### config.mk
export PLATFORM = sky130hd
export DESIGN_NAME = psc_alu
export DESIGN_NICKNAME = d
export VERILOG_FILES = /design/src/psc_pkg.sv /design/src/psc_alu.sv
export SDC_FILE = /design/constraint.sdc
export NUM_CORES = 2
export LEC_CHECK = 0
export BUFFER_PORTS_ARGS = -buffer_cell sky130_fd_sc_hd__buf_2
export CORE_MARGIN = 5
export CORE_UTILIZATION = 35
export DETAILED_ROUTE_END_ITERATION = 16
export SETUP_SLACK_MARGIN = 0.1
export SYNTH_ARGS = -nofsm -noshare
export SYNTH_HDL_FRONTEND = slang
export SYNTH_SLANG_ARGS = --single-unit
### constraint.sdc
create_clock -name clk_i -period 3.2 [get_ports clk_i]
set_clock_uncertainty 0.1 [all_clocks]
set_input_delay 0.64 -clock clk_i [delete_from_list [all_inputs] [get_ports clk_i]]
set_output_delay 0.64 -clock clk_i [all_outputs]
set_load 0.02 [all_outputs]
### src/psc_pkg.sv
// Package for the postfix stack calculator: opcodes, error codes and the
// request and response structs between the sequencer and the arithmetic unit.
// No dependencies.
package psc_pkg;

  typedef enum logic [2:0] {
    OP_PUSH        = 3'd0,
    OP_POP         = 3'd1,
    OP_PEEK_TOP    = 3'd2,
    OP_PEEK_BOTTOM = 3'd3,
    OP_ADD         = 3'd4,
    OP_SUB         = 3'd5,
    OP_MUL         = 3'd6,
    OP_DIV         = 3'd7
  } opcode_e;

  typedef enum logic [2:0] {
    ERR_OK      = 3'd0,
    ERR_FULL    = 3'd1,
    ERR_EMPTY   = 3'd2,
    ERR_RANGE   = 3'd3,
    ERR_FEW     = 3'd4,
    ERR_DIVZERO = 3'd5
  } err_e;

  localparam int unsigned DataWidth = 32;

  typedef struct packed {
    logic                 start;
    opcode_e              op;
    logic [DataWidth-1:0] lhs;
    logic [DataWidth-1:0] rhs;
  } alu_req_t;

  typedef struct packed {
    logic                 done;
    logic [DataWidth-1:0] result;
  } alu_rsp_t;

endpackage

### src/psc_alu.sv
// Shared arithmetic unit: add, subtract and multiply with a registered result, floor
// division by a restoring shift-subtract loop, one quotient bit per cycle.
// Depends on psc_pkg.
module psc_alu (
  input  logic               clk_i,
  input  logic               rst_ni,
  input  psc_pkg::alu_req_t  req_i,
  output psc_pkg::alu_rsp_t  rsp_o
);
  import psc_pkg::*;

  localparam logic [1:0] A_IDLE = 2'd0;
  localparam logic [1:0] A_DIV  = 2'd1;
  localparam logic [1:0] A_FIX  = 2'd2;

  logic [1:0]           state_q, state_d;
  logic                 done_q, done_d;
  logic [4:0]           cnt_q, cnt_d;
  logic [DataWidth-1:0] res_q, res_d;
  logic [DataWidth-1:0] quo_q, quo_d;
  logic [DataWidth-1:0] rem_q, rem_d;
  logic [DataWidth-1:0] den_q, den_d;
  logic                 flip_q, flip_d;
  logic [DataWidth:0]   rem_shift;
  logic [DataWidth:0]   diff;

  assign rem_shift = {rem_q, quo_q[DataWidth-1]};
  assign diff      = rem_shift - {1'b0, den_q};

  always_comb begin
    state_d = state_q;
    done_d  = 1'b0;
    cnt_d   = cnt_q;
    res_d   = res_q;
    quo_d   = quo_q;
    rem_d   = rem_q;
    den_d   = den_q;
    flip_d  = flip_q;
    case (state_q)
      A_IDLE: begin
        if (req_i.start) begin
          case (req_i.op)
            OP_ADD: begin
              res_d  = req_i.lhs + req_i.rhs;
              done_d = 1'b1;
            end
            OP_SUB: begin
              res_d  = req_i.lhs - req_i.rhs;
              done_d = 1'b1;
            end
            OP_MUL: begin
              res_d  = req_i.lhs * req_i.rhs;
              done_d = 1'b1;
            end
            OP_DIV: begin
              quo_d   = req_i.lhs[DataWidth-1] ? (DataWidth'(0) - req_i.lhs) : req_i.lhs;
              den_d   = req_i.rhs[DataWidth-1] ? (DataWidth'(0) - req_i.rhs) : req_i.rhs;
              flip_d  = req_i.lhs[DataWidth-1] ^ req_i.rhs[DataWidth-1];
              rem_d   = '0;
              cnt_d   = '0;
              state_d = A_DIV;
            end
            default: begin
              res_d  = '0;
              done_d = 1'b1;
            end
          endcase
        end
      end
      A_DIV: begin
        if (!diff[DataWidth]) begin
          rem_d = diff[DataWidth-1:0];
        end else begin
          rem_d = rem_shift[DataWidth-1:0];
        end
        quo_d = {quo_q[DataWidth-2:0], ~diff[DataWidth]};
        cnt_d = cnt_q + 5'd1;
        if (cnt_q == 5'd31) begin
          state_d = A_FIX;
        end
      end
      A_FIX: begin
        if (flip_q) begin
          res_d = (DataWidth'(0) - quo_q) - DataWidth'(rem_q != '0);
        end else begin
          res_d = quo_q;
        end
        done_d  = 1'b1;
        state_d = A_IDLE;
      end
      default: begin
        state_d = A_IDLE;
      end
    endcase
  end

  always_ff @(posedge clk_i or negedge rst_ni) begin
    if (!rst_ni) begin
      state_q <= A_IDLE;
      done_q  <= 1'b0;
      cnt_q   <= '0;
    end else begin
      state_q <= state_d;
      done_q  <= done_d;
      cnt_q   <= cnt_d;
    end
  end

  always_ff @(posedge clk_i) begin
    res_q  <= res_d;
    quo_q  <= quo_d;
    rem_q  <= rem_d;
    den_q  <= den_d;
    flip_q <= flip_d;
  end

  always_comb begin
    rsp_o.done   = done_q;
    rsp_o.result = res_q;
  end

endmodule

==> metrics <==
first-pass GRT wire length 147.9 mm; final setup violation count 72; Yosys top cell by area fa_1; RD Place Congestion 0.9299; DR vias/cell 5.070; clk_lat worst skew 450 ps; post-route DRC violation count 0; IO Port Bufs 102; number of max-cap violations 0; largest net degree at the start of global routing 65; Slew Limit Fails 0; ys flop type edfxtp_1; TritonCTS clock tree done; setup TNS -95,910 ps; Syn Nets 3,925; First DRT Iteration DRCs 1,617; Met3 Wirelength 7.075 mm; maximum fanout along the worst path 7; GRT overflow 0; CTS Buf Count 17; Crit Path Category primary input to register; Yosys reg bits 137; Die W 295.0 um; Pre-Repair DR Iteration Count 5; Placement Cell Area 34,920 sq um; vias 24,800; Tot GR Track Use 0.2175; status finished, violations left; CP Capture Type register; Placed Cells 4,803; Met2 Wirelength 43.21 mm; register area share after synthesis 0.1433; Final WS setup -3784 ps; Final Hold Viols 0; Worst-Margin Slew 793.2 ps; max layer used met5; post-route cell area 37,800 sq um; detailed placer's ending HPWL 78.26 mm; Hold Path Class register to register; Post-synth ARST share 0.05839; period utilization 2.183; initial antenna violation count 14; Yosys top cell area share 0.2888; Yosys Warn Count 0; failing checks setup timing; RSZ-0062 raised after global routing yes; CTS root buf clkbuf_16; Routed WL per cell 19.34 um; most common cell after layout, fill and taps aside buf_4; Syn Inst Count 3,221; Netlist cell types 69; Worst slew margin 0.4701; critical path startpoint category primary input; WL met1 42.16 mm; ANT nets after route 0; I/O Pins 103; initial core utilization 0.3528; H-tree levels 4; share of cells above drive strength 1 0.2889; clock sink count 137; drt total wl 94.61 mm; Synth Cell Area 28,420 sq um; Die Y 295.0 um; CTS clk-pin slew, worst paths 60 ps; top cells by area, synth fa_1 (29%), edfxtp_1 (14%), ha_1 (9.9%), and2_1 (6.9%), inv_1 (6.2%); CP Data Arrival Time 7040 ps; clk buf depth 2; Post-Layout Cell Count 4,892; Area Overhead vs Synth 33.00%; Die ar. 87,000 sq um; nets@finish 4,513; Fmax 143.2 MHz; vias in the first global route 25,580; Layout fillers 7,635; most frequent cells in the layout buf_4 (560), inv_1 (446), fa_1 (381); WP data required 3260 ps; Synth Area per Inst 8.824 sq um; site row count 104; fin crit period 6984 ps; worst slack, placed -4370 ps; number of synthesized flops with an enable pin 129; core region area 80,550 sq um
critical path, cell delays in order:
cell and delay, ps:
buf_12 120, buf_6 120, and2_4 150, fa_1 510
fa_1 430, fa_1 520, inv_1 50, fa_1 510
inv_2 40, fa_1 490, fa_1 440, fa_1 500
fa_1 600, ha_4 220, a21o_1 160, a221o_1 340
buf_4 150, a21oi_2 120, o21a_2 190, o21bai_1 90
a21oi_2 170, xnor2_2 110, a221oi_2 300, a21oi_1 70
final timing paths:
kind | start | end | slack (ps) | cells past startpoint
setup / recovery | req_i[45] | res_q[24] | -3780 | 24
hold / removal | cnt_q[4] | cnt_q[4] | 410 | 2
setup reg to reg | rem_q[23] | res_q[31] | -1240 | 18
hold reg to reg | cnt_q[4] | cnt_q[4] | 410 | 2
max in group asynchronous | rst_ni | cnt_q[3] | 2370 | 2
min in group asynchronous | rst_ni | cnt_q[4] | 470 | 2
layout make-up:
class | instances | area (sq um) | area share
multi-input cells | 2422 | 23650 | 0.6256
repair buffers | 758 | 6344 | 0.1678
flip-flops and latches | 137 | 4074 | 0.1078
inverters | 473 | 1785 | 0.04724
well taps | 1060 | 1326 | 0.03509
clock buffers | 17 | 425.4 | 0.01125
clock inverters | 14 | 171.4 | 0.004535
diodes | 11 | 27.53 | 0.0007282
cell families (layout without fill, tap and decap cells):
logic type                 after synthesis  in the layout  synth area share
muxes                                   41             41           0.01453
xor gates and xnor gates               235            235           0.07242
AOI/OAI and AO/OA                      513            513            0.1167
adders and majority gates              634            634            0.3874
and+or+nand+nor                        999            999            0.1775
buffers and inverters                  662           1262           0.08814
DFF                                    137            137            0.1433
other                                    0             11                 0
what timing repair did:
action	4_1_cts	5_1_grt
setup buffers	29	22
hold buffers	1	0
gates resized for setup	302	115
hold endpoints to repair	8	0
endpoints found under the setup margin	83	81
pin swaps	172	94
cloned	2	0
cell usage after synthesis (19+ instances only):
| library cell | number |
|---|---|
| edfxtp_1 | 129 |
| xor2_1 | 90 |
| a21o_1 | 44 |
| a21oi_1 | 140 |
| or3_1 | 27 |
| mux2i_1 | 39 |
| nand3_1 | 33 |
| xnor2_1 | 145 |
| nand2b_1 | 19 |
| and2_1 | 315 |
| nand2_1 | 361 |
| o31ai_1 | 34 |
| o21a_1 | 28 |
| fa_1 | 410 |
| ha_1 | 224 |
| o21ai_0 | 119 |
| clkbuf_1 | 171 |
| nor3_1 | 29 |
| inv_1 | 473 |
| nor2_1 | 116 |
| a211oi_1 | 19 |
| a221oi_1 | 20 |
| nor4_1 | 19 |
through the flow:
stage | hold WS (ps) | utilization
6_report | 411.5 | 0.4693
5_1_grt | 436.1 | 0.4690
4_1_cts | 404.3 | 0.4614
3_5_place_dp | 390.8 | 0.4336
3_3_place_gp | 370.7 | 0.4336
2_1_floorplan | 244.4 | -
flip-flops by register name (all words and copies together), names as in the netlist:
register / flops
flip_q: 1
state_q: 2
res_q: 32
rem_q: 32
den_q: 32
cnt_q: 5
done_q: 1
quo_q: 32
routing by layer:
layer  vias to the layer above  global-route usage
met5                         -                   0
met4                         4             0.04746
met3                        92             0.03410
li1                      11620                   -
met2                       747              0.3535
met1                     12340              0.3092
Power is not shown: default switching activity piles up to over one toggle a cycle in this logic, so the estimate is an artifact.
